### config.mk
export PLATFORM = sky130hd
export DESIGN_NAME = binomial_coefficient_engine
export DESIGN_NICKNAME = d
export VERILOG_FILES = /design/src/rtl/bce_pkg.sv /design/src/rtl/binomial_coefficient_engine.sv
export SDC_FILE = /design/constraint.sdc
export NUM_CORES = 1
export LEC_CHECK = 0
export ABC_AREA = 1
export BUFFER_PORTS_ARGS = -buffer_cell sky130_fd_sc_hd__buf_2
export CAP_MARGIN = 5
export CORE_AREA = 4 4 170 172
export CTS_CLUSTER_SIZE = 25
export DETAILED_ROUTE_END_ITERATION = 16
export DIE_AREA = 0 0 174 176
export PLACE_DENSITY = 0.59
export SLEW_MARGIN = 5
export SYNTH_ARGS = -nofsm -noshare
export SYNTH_HDL_FRONTEND = slang
export SYNTH_SLANG_ARGS = --single-unit
### constraint.sdc
create_clock -name clk -period 6.7 [get_ports clk]
set_clock_uncertainty 0.1 [all_clocks]
set_input_delay 0.67 -clock clk [delete_from_list [all_inputs] [get_ports clk]]
set_output_delay 0.67 -clock clk [all_outputs]
set_load 0.005 [all_outputs]
### src/rtl/bce_pkg.sv
// Package for the binomial coefficient engine: widths, codes and state type.
package bce_pkg;

  localparam int COEF_W = 32;
  localparam int IDX_W  = 6;
  localparam int STAT_W = 2;
  // product of a coefficient and a 6-bit factor
  localparam int ACC_W  = COEF_W + IDX_W;
  localparam int CNT_W  = $clog2(COEF_W);

  localparam logic [IDX_W-1:0] MAX_ORDER = IDX_W'(34);

  localparam logic OP_ROW    = 1'b0;
  localparam logic OP_SINGLE = 1'b1;

  localparam logic [STAT_W-1:0] ST_OK        = 2'd0;
  localparam logic [STAT_W-1:0] ST_K_OVER_N  = 2'd1;
  localparam logic [STAT_W-1:0] ST_N_TOO_BIG = 2'd2;

  typedef enum logic [1:0] {
    S_IDLE,
    S_STEP,
    S_MUL,
    S_DIV
  } state_t;

endpackage

### src/rtl/binomial_coefficient_engine.sv
// Binomial coefficient engine: serial multiply and exact divide over a Pascal row.
//
//   channel | direction | ports
//   --------+-----------+------------------------------------------------------
//   in      | request   | in_valid, in_ready, in_opcode, in_order, in_index_k
//   out     | result    | out_valid, out_ready, out_coefficient, out_position,
//           |           | out_status, out_last
//
// Each step C(n,j) -> C(n,j+1) runs an issue step, then the bit-serial
// multiply by (n-j), then the restoring divide by (j+1).
// An error request is answered in the cycle after it is accepted.
// Synchronous active-low reset clears control only; no clearing pass.
// A stalled output holds the engine in its issue step; one request at a time.
module binomial_coefficient_engine
  import bce_pkg::*;
(
  input  logic              clk,
  input  logic              rst_n,
  input  logic              in_valid,
  output logic              in_ready,
  input  logic              in_opcode,
  input  logic [IDX_W-1:0]  in_order,
  input  logic [IDX_W-1:0]  in_index_k,
  output logic              out_valid,
  input  logic              out_ready,
  output logic [COEF_W-1:0] out_coefficient,
  output logic [IDX_W-1:0]  out_position,
  output logic [STAT_W-1:0] out_status,
  output logic              out_last
);

  state_t state_r, state_nxt;

  logic              op_r, op_nxt;
  logic [IDX_W-1:0]  n_r, n_nxt;
  logic [IDX_W-1:0]  k_r, k_nxt;
  logic [IDX_W-1:0]  j_r, j_nxt;
  logic [COEF_W-1:0] c_r, c_nxt;
  logic [ACC_W-1:0]  acc_r, acc_nxt;
  logic [IDX_W-1:0]  m_r, m_nxt;
  logic [CNT_W-1:0]  cnt_r, cnt_nxt;

  logic              out_valid_r, out_valid_nxt;
  logic [COEF_W-1:0] out_coef_r, out_coef_nxt;
  logic [IDX_W-1:0]  out_pos_r, out_pos_nxt;
  logic [STAT_W-1:0] out_stat_r, out_stat_nxt;
  logic              out_last_r, out_last_nxt;

  logic             slot_free;
  logic             accept;
  logic             err_k;
  logic             err_n;
  logic             emit_now;
  logic             done;
  logic [IDX_W-1:0] divisor;
  logic [IDX_W:0]   trial;
  logic             q_bit;
  logic [IDX_W:0]   rem;

  assign slot_free = !out_valid_r || out_ready;
  assign in_ready  = (state_r == S_IDLE) && slot_free;
  assign accept    = in_valid && in_ready;
  assign err_k     = (in_opcode == OP_SINGLE) && (in_index_k > in_order);
  assign err_n     = in_order > MAX_ORDER;

  assign emit_now = (op_r == OP_ROW) || (j_r == k_r);
  assign done     = (op_r == OP_ROW) ? (j_r == n_r) : (j_r == k_r);

  // restoring divide: remainder sits in the top bits of acc_r
  assign divisor = j_r + IDX_W'(1);
  assign trial   = acc_r[ACC_W-1:COEF_W-1];
  assign q_bit   = trial >= {1'b0, divisor};
  assign rem     = q_bit ? (trial - {1'b0, divisor}) : trial;

  // next state
  always_comb begin
    state_nxt = state_r;
    case (state_r)
      S_IDLE: begin
        if (accept && !err_k && !err_n) begin
          state_nxt = S_STEP;
        end
      end
      S_STEP: begin
        if (!emit_now) begin
          state_nxt = S_MUL;
        end else if (slot_free) begin
          state_nxt = done ? S_IDLE : S_MUL;
        end
      end
      S_MUL: begin
        if (cnt_r == CNT_W'(IDX_W - 1)) begin
          state_nxt = S_DIV;
        end
      end
      S_DIV: begin
        if (cnt_r == CNT_W'(COEF_W - 1)) begin
          state_nxt = S_STEP;
        end
      end
      default: state_nxt = S_IDLE;
    endcase
  end

  // datapath and output register
  always_comb begin
    op_nxt        = op_r;
    n_nxt         = n_r;
    k_nxt         = k_r;
    j_nxt         = j_r;
    c_nxt         = c_r;
    acc_nxt       = acc_r;
    m_nxt         = m_r;
    cnt_nxt       = cnt_r;
    out_valid_nxt = out_valid_r && !out_ready;
    out_coef_nxt  = out_coef_r;
    out_pos_nxt   = out_pos_r;
    out_stat_nxt  = out_stat_r;
    out_last_nxt  = out_last_r;
    case (state_r)
      S_IDLE: begin
        if (accept) begin
          if (err_k || err_n) begin
            out_valid_nxt = 1'b1;
            out_coef_nxt  = '0;
            out_pos_nxt   = '0;
            out_stat_nxt  = err_k ? ST_K_OVER_N : ST_N_TOO_BIG;
            out_last_nxt  = 1'b1;
          end else begin
            op_nxt = in_opcode;
            n_nxt  = in_order;
            k_nxt  = in_index_k;
            j_nxt  = '0;
            c_nxt  = COEF_W'(1);
          end
        end
      end
      S_STEP: begin
        if (emit_now && slot_free) begin
          out_valid_nxt = 1'b1;
          out_coef_nxt  = c_r;
          out_pos_nxt   = j_r;
          out_stat_nxt  = ST_OK;
          out_last_nxt  = done;
        end
        acc_nxt = '0;
        m_nxt   = n_r - j_r;
        cnt_nxt = '0;
      end
      S_MUL: begin
        // MSB-first shift-add of c_r times (n-j)
        acc_nxt = {acc_r[ACC_W-2:0], 1'b0} + (m_r[IDX_W-1] ? ACC_W'(c_r) : '0);
        m_nxt   = {m_r[IDX_W-2:0], 1'b0};
        cnt_nxt = (cnt_r == CNT_W'(IDX_W - 1)) ? '0 : cnt_r + CNT_W'(1);
      end
      S_DIV: begin
        acc_nxt = {rem[IDX_W-1:0], acc_r[COEF_W-2:0], q_bit};
        cnt_nxt = cnt_r + CNT_W'(1);
        if (cnt_r == CNT_W'(COEF_W - 1)) begin
          c_nxt = acc_nxt[COEF_W-1:0];
          j_nxt = j_r + IDX_W'(1);
        end
      end
      default: ;
    endcase
  end

  always_ff @(posedge clk) begin
    if (!rst_n) begin
      state_r     <= S_IDLE;
      out_valid_r <= 1'b0;
    end else begin
      state_r     <= state_nxt;
      out_valid_r <= out_valid_nxt;
    end
  end

  always_ff @(posedge clk) begin
    op_r       <= op_nxt;
    n_r        <= n_nxt;
    k_r        <= k_nxt;
    j_r        <= j_nxt;
    c_r        <= c_nxt;
    acc_r      <= acc_nxt;
    m_r        <= m_nxt;
    cnt_r      <= cnt_nxt;
    out_coef_r <= out_coef_nxt;
    out_pos_r  <= out_pos_nxt;
    out_stat_r <= out_stat_nxt;
    out_last_r <= out_last_nxt;
  end

  assign out_valid       = out_valid_r;
  assign out_coefficient = out_coef_r;
  assign out_position    = out_pos_r;
  assign out_status      = out_stat_r;
  assign out_last        = out_last_r;

  // an error request answers at once with a final result
  a_err_answer: assert property (@(posedge clk) disable iff (!rst_n)
    (accept && (err_k || err_n)) |=> (out_valid_r && out_last_r && out_stat_r != ST_OK))
    else $error("error request not answered with a final result");

  a_err_zero: assert property (@(posedge clk) disable iff (!rst_n)
    (out_valid_r && out_stat_r != ST_OK) |-> (out_coef_r == '0 && out_pos_r == '0))
    else $error("error result carries a nonzero coefficient or position");

  // the quotient fits in 32 bits, so the remainder stays below the divisor
  a_rem_bound: assert property (@(posedge clk) disable iff (!rst_n)
    (state_r == S_DIV) |-> (acc_r[ACC_W-1:COEF_W] < divisor))
    else $error("divide remainder reached the divisor");

  a_step_range: assert property (@(posedge clk) disable iff (!rst_n)
    (state_r == S_MUL || state_r == S_DIV) |-> (j_r < n_r && n_r <= MAX_ORDER))
    else $error("recurrence step outside its row");

endmodule
==> results of run 1 <==
-- power breakdown --
part,internal [W],switching (W)
Clock,0.000560,0.000431
Sequential,0.00159,0.000262
Combinational,0.000932,0.00180
Total,0.00309,0.00249
-- layout make-up --
cell class / instances / area (um^2) / share of cell area [%]
Clock buffer: 17 / 425 / 4.04
Clock inverter: 15 / 173 / 1.64
Inverter: 243 / 912 / 8.66
Multi-Input combinational cell: 751 / 3960 / 37.6
Sequential cell: 144 / 4290 / 40.8
Tap cell: 346 / 433 / 4.11
Timing Repair Buffer: 65 / 340 / 3.23
-- how the worst min path moves through the flow --
stage / end / start / slack [ps] / depth (start not counted)
3_5_place_dp: m_r[5] / m_r[4] / 420 / 2
2_1_floorplan: m_r[3] / m_r[2] / 390 / 2
5_1_grt: k_r[0] / in_index_k[0] / 310 / 1
3_3_place_gp: m_r[5] / m_r[4] / 410 / 2
6_report: k_r[0] / in_index_k[0] / 320 / 1
4_1_cts: k_r[0] / in_index_k[0] / 300 / 1
-- registers in the layout (all words and copies together), names as in the netlist, 5 cells and up --
name and cells:
acc_r 38, c_r 32, cnt_r 5, j_r 6, k_r 6, m_r 6, n_r 6, out_coefficient 32
out_position 6
-- critical path: cells and delay by family, from the launching register on --
kind	cells	cell delay, ps
flip-flops	1	670
buffers and inverters	4	620
adder cells (fa/ha/maj)	2	550
AND/OR/NAND/NOR	11	810
AO/OA/AOI/OAI	1	190
-- Yosys cell counts (3+ instances only) --
library cell,number,area (um^2)
o211ai_1,5,37.5
nor3_1,15,75.1
inv_1,240,901
nand2_1,361,1360
a21oi_1,44,220
edfxtp_1,141,4230
nand4_1,5,31.3
nand3_1,56,280
o21ai_0,28,140
fa_1,3,60.1
xor2_1,12,105
ha_1,57,713
nor2_2,8,50.1
nand3_2,6,60.1
nand3b_1,6,45.0
o21bai_1,4,30.0
o21ai_1,9,45.0
nand2_2,18,113
xnor2_1,11,96.3
nor2_1,81,304
dfxtp_1,3,60.1
inv_2,3,11.3
or2_2,3,18.8
clkbuf_1,15,56.3
-- per-layer routing --
| layer | up-vias | part of all wire (%) |
|---|---|---|
| li1 | 3803 | - |
| met5 | - | 0 |
| met1 | 3244 | 50 |
| met4 | 0 | 1.3 |
| met2 | 138 | 45 |
| met3 | 24 | 3.8 |
-- metrics by stage --
stage / power (W) / hold slack, ps / setup slack, ps
final: 0.00558 / 319 / 3520
after global routing: 0.00610 / 310 / 3250
after CTS: 0.00563 / 301 / 3490
after detailed placement: 0.00462 / 416 / 3480
after global placement: 0.00460 / 413 / 3600
after floorplan: 0.00381 / 395 / 1690
-- logic make-up after synthesis --
| kind of cell | after synthesis | share of synthesized area [%] |
|---|---|---|
| AND/OR/NAND/NOR | 566 | 25.8 |
| buffers and inverters | 263 | 10.8 |
| flip-flops | 144 | 46.5 |
| AO/OA/AOI/OAI | 102 | 6.24 |
| adder cells (fa/ha/maj) | 60 | 8.38 |
| XOR/XNOR | 23 | 2.18 |
==> metrics.md, run 1 <==
| Metric | Value |
|---|---|
| Status | `completed` |
| Largest net degree at the start of global routing | `44` |
| Post-Syn Area | `just over 9000 um^2` |
| #FFs+latches synth | `around 140` |
| Pre-antenna DRT Iters | `5` |
| Reg2reg path depth | `18` |
| Tcrit/Tclk final | `47.4%` |
| PortBufs | `~60` |
| HPWL after DPL | `around 16 mm` |
| Crit path cell chain | `buf_4 -> nand2_1 -> inv_1 -> ha_1 -> inv_1 -> fa_1 -> inv_1 -> nand2_2 -> o21ai_4 -> nand2_2 -> nand2_2 -> nand2_2 -> nand2_2 -> nand2_1 -> nand2_1 -> nand2_1 -> nand3_1 -> nand2_1` |
| Root cell of the clock tree | `clkbuf_16` |
| Commonest non-fill, non-tap cell in the layout | `nand2_1` |
| Max Slew Vio Count | `0` |
| EDFF count, synth | `about 140` |
| Initial Utilization | `between 30% and 40%` |
| Height of the die | `about 180 um` |
| Most common flop cell mapped by yosys | `edfxtp_1` |
| CTS resizes | `0` |
| Worst Path Max Fanout | `20` |
| Worst vdd ir | `270 uV` |
| CP arrival | `3270 ps` |
| Max incr delay on CP | `approximately 670 ps` |
| Synth unique cells | `42` |
| Post-synth ARST share | `0%` |
| Core box area | `~27000 um^2` |
| Finish-stage setup viols | `0` |
| Mapped Avg Cell Area | `7.97 um^2` |
| CTS tree | `done` |
| Postcts setup bufs | `0` |
| Clock Latency Late Sink | `approximately 440 ps` |
| Pwr dens | `roughly 530 nW/um^2` |
| TNS Setup | `0 ps` |
| Initial antenna violation count | `0` |
| Met2 Use GR | `approximately a quarter` |
| Fin area | `between 10000 and 15000 um^2` |
| Vias in the first global route | `approximately 7.1k` |
| Hold Violations, Final | `0` |
| Utilization after layout | `38.3%` |
| Antenna diode count | `0` |
| DR WL/cell | `around 14 um` |
| Critical-path top delay cell | `edfxtp_1` |
| Max transition margin | `a little under two fifths` |
| Nets | `between 1k and 1.5k` |
| CP startpoint | `m_r[5]` |
| Syn Inst Count | `~1.2k` |
| First-pass GRT wire length | `between 30 and 40 mm` |
| TritonCTS buffer count | `17` |
| IO Pins | `60` |
| Total number of vias | `a little over 7k` |
| Area growth syn-to-layout | `14.1%` |
| Deepest clock path buffer count | `2` |
| RSZ-0062 raised after global routing | `false` |
| RR Endpoint | `acc_r[25]` |
| Clock-pin slew on the worst setup and hold paths | `~70 ps` |
| Most Crowded Layer GR | `met2` |
| Filler instances | `2876` |
| Fin crit period | `3180 ps` |
| Initial DRC count | `423` |
| Most frequent cells in the layout | `nand2_1 (361), inv_1 (240), edfxtp_1 (141)` |
| Die footprint | `30600 um^2` |
| Ys Warns | `0` |
| Reg2Reg Launch Point | `m_r[5]` |
| # rows | `61` |
| Crit Path Class | `flop to flop` |
| Total clock sinks | `144` |
| Worst slew pin tran | `948 ps` |
| Max cap viols | `0` |
| R2r setup slk | `around 3500 ps` |
| Lkg Pwr | `~5.5 nW` |
| Routability cong. | `around 0.88` |
| Placed cells | `about 1.5k` |
| Crit path to | `acc_r[25]` |
| Post-DP Area | `about 9900 um^2` |
| HP Class | `primary input to flop` |
| Die extent in x | `174 um` |
| Critical path required time | `just under 7000 ps` |
| GRT Resource Usage Total | `approximately 15%` |
| Met1 usage | `about a fifth` |
| Sequential element share of the synthesized area | `a little under half` |
| Startpoint Class | `flop` |
| H-tree lvl count | `4` |
| Fin cells | `1581` |
| DRC errors left | `0` |
| Fmax achieved | `0.315 GHz` |
| Drt total wl | `roughly 22 mm` |
| Met3 Usage GRT | `between 2 and 3%` |
| Ratio of cells with drive above 1 in the final layout | `11.6%` |
| Syn_nets | `1235` |
| CTS hold repair buffers | `0` |
| Final ANT Viol Nets | `0` |
| Setup crit end kind | `flop` |
| Overflow after GRT | `0` |
| DR vias/cell | `approximately 4.6` |
Note: power is estimated with default switching activity, not from simulation.
==> inputs of run 2 (changes only) <==
--- a/config.mk
+++ b/config.mk
@@ -12,7 +12,7 @@
 export CTS_CLUSTER_SIZE = 25
 export DETAILED_ROUTE_END_ITERATION = 16
 export DIE_AREA = 0 0 174 176
-export PLACE_DENSITY = 0.59
+export PLACE_DENSITY = 0.61
 export SLEW_MARGIN = 5
 export SYNTH_ARGS = -nofsm -noshare
 export SYNTH_HDL_FRONTEND = slang
==> constraint.sdc (replaced) <==
create_clock -name clk -period 2.7 [get_ports clk]
set_clock_uncertainty 0.1 [all_clocks]
set_input_delay 0.27 -clock clk [delete_from_list [all_inputs] [get_ports clk]]
set_output_delay 0.27 -clock clk [all_outputs]
set_load 0.005 [all_outputs]
==> run 2 against run 1 <==
  * Sequential power increased by 140%
  * Final cell count increased by 2.0%
  * Maximum frequency increased by 22%
  * Die area unchanged
  * Power increased to 2.6 times the previous value
==> metrics.md, run 2 (synthesized netlist as in run 1, its figures left out) <==
| Metric | Value |
|---|---|
| Reg power frac | `31.3%` |
| Clock-pin slew on the worst setup and hold paths | `60 ps` |
| Max reg flops | `38` |
| IO Pins | `60` |
| Largest net degree at the start of global routing | `44` |
| Final ANT Viol Nets | `0` |
| Crit Path Class | `flop to flop` |
| Initial Utilization | `33.6%` |
| HPWL after DPL | `about 16 mm` |
| Commonest non-fill, non-tap cell in the layout | `nand2_1` |
| Reg with most FFs | `acc_r` |
| Post-route setup slack | `roughly 88 ps` |
| Initial antenna violation count | `0` |
| Area growth syn-to-layout | `19.4%` |
| Max cap viols | `0` |
| CTS tree | `done` |
| Setup crit end kind | `flop` |
| Root cell of the clock tree | `clkbuf_16` |
| Tcrit/Tclk final | `between 90% and 100%` |
| PortBufs | `between 50 and 60` |
| Pre-antenna DRT Iters | `5` |
| TritonCTS buffer count | `17` |
| # rows | `61` |
| Lkg Pwr | `about 5.7 nW` |
| DR WL/cell | `about 14 um` |
| Initial DRC count | `about 550` |
| Routability cong. | `about 0.9` |
| Fmax achieved | `about 0.38 GHz` |
| Worst vdd ir | `548 uV` |
| Clk network pwr share | `around 17%` |
| H-tree lvl count | `4` |
| Deepest clock path buffer count | `2` |
| Most frequent cells in the layout | `nand2_1 (359), inv_1 (232), edfxtp_1 (141)` |
| Psw | `roughly 0.0064 W` |
| Fin crit period | `around 2600 ps` |
| HP Class | `primary input to flop` |
| CP arrival | `2680 ps` |
| TNS Setup | `0 ps` |
| Overflow after GRT | `0` |
| Vias in the first global route | `7313` |
| Pint | `approximately 0.008 W` |
| DRC errors left | `0` |
| GRT Resource Usage Total | `between 10% and 20%` |
| DR vias/cell | `4.60` |
| Switch share | `about 44%` |
| Finish-stage setup viols | `0` |
| Max Slew Vio Count | `0` |
| Pre-CTS setup slack | `68.2 ps` |
| Total number of vias | `approximately 7.4k` |
| Total clock sinks | `around 140` |
| Hold Violations, Final | `0` |
| Critical path required time | `~2800 ps` |
| Status | `completed` |
| Worst slew pin tran | `between 600 and 700 ps` |
| RSZ-0062 raised after global routing | `true` |
| Worst Path Max Fanout | `6` |
| Die footprint | `between 30000 and 40000 um^2` |
| First-pass GRT wire length | `between 30 and 40 mm` |
| Height of the die | `about 180 um` |
| Utilization after layout | `around two fifths` |
| Max transition margin | `just under 60%` |
| Die extent in x | `around 170 um` |
| Antenna diode count | `0` |
| Nets | `~1.3k` |
| Pwr dens | `roughly 1300 nW/um^2` |
| Core box area | `27500 um^2` |
| Startpoint Class | `flop` |
| Comb pwr share | `between 50 and 60%` |
| Clock Latency Late Sink | `430 ps` |
| Drt total wl | `roughly 22 mm` |
| Ratio of cells with drive above 1 in the final layout | `between 10% and 20%` |
## run 2: changes by cell type in the layout (fill, tap and decap cells not counted), sizes merged, moves of 2 or more
cell,previous run,this run
buf,65,81
clkbuf,17,19
clkinv,2,4
clkinvlp,4,2
dlygate4sd3,0,14
inv,250,248
## run 2: through the flow
step	hold slack, ps	total power, W	instances	area, um^2
finish	58.0	0.0144	1612	11000
global route	105	0.0157	1612	11000
CTS	43.0	0.0142	1606	10800
detailed placement	367	0.0116	1560	10100
global placement	364	0.0116	1560	10100
floorplan	269	0.00945	1158	9300
## run 2: cell type report
type                    count  area [um^2]
flip-flops and latches    144         4290
clock inverters            13          150
multi-input cells         752         4150
inverters                 243          912
well taps                 346          433
repair buffers             95          629
clock buffers              19          453
fillers                  2791        16500
## run 2: final timing paths
path	end	slack (ps)	startpoint	cells past startpoint
setup / recovery	c_r[0]	90	j_r[0]	10
hold / removal	out_valid	60	in_valid	3
setup reg to reg	c_r[0]	90	j_r[0]	10
hold reg to reg	m_r[5]	430	m_r[4]	2
## run 2: power by group through the flow
| stage | registers, W | logic, W | clock network [W] |
|---|---|---|---|
| 4_1_cts | 0.00453 | 0.00716 | 0.00249 |
| 5_1_grt | 0.00467 | 0.00845 | 0.00259 |
| 6_report | 0.00452 | 0.00746 | 0.00244 |
| 3_5_place_dp | 0.00455 | 0.00709 | 0 |
| 3_3_place_gp | 0.00454 | 0.00702 | 0 |
| 2_1_floorplan | 0.00448 | 0.00498 | 0 |
## run 2: routing by layer
metal	track usage, %	share of wire, %
met3	2.10	3.8
met1	19.8	48
met5	0	0
met4	4.29	1.6
met2	24.5	47
## run 2: worst max-delay path, cell delays in order (launching register included)
cell	delay (ps)
edfxtp_1	390
ha_1	240
nand3_1	140
xor2_2	220
ha_4	240
a21o_1	230
a211oi_4	330
buf_4	180
nand3_4	100
nand2_1	120
nand2_1	60
## run 2: repair_timing
| action | CTS | global route |
|---|---|---|
| setup buffers | 0 | 5 |
| hold buffers | 14 | 0 |
| endpoints found under the hold margin | 15 | 0 |
| gates resized for setup | 0 | 28 |
| endpoints found under the setup margin | 0 | 19 |
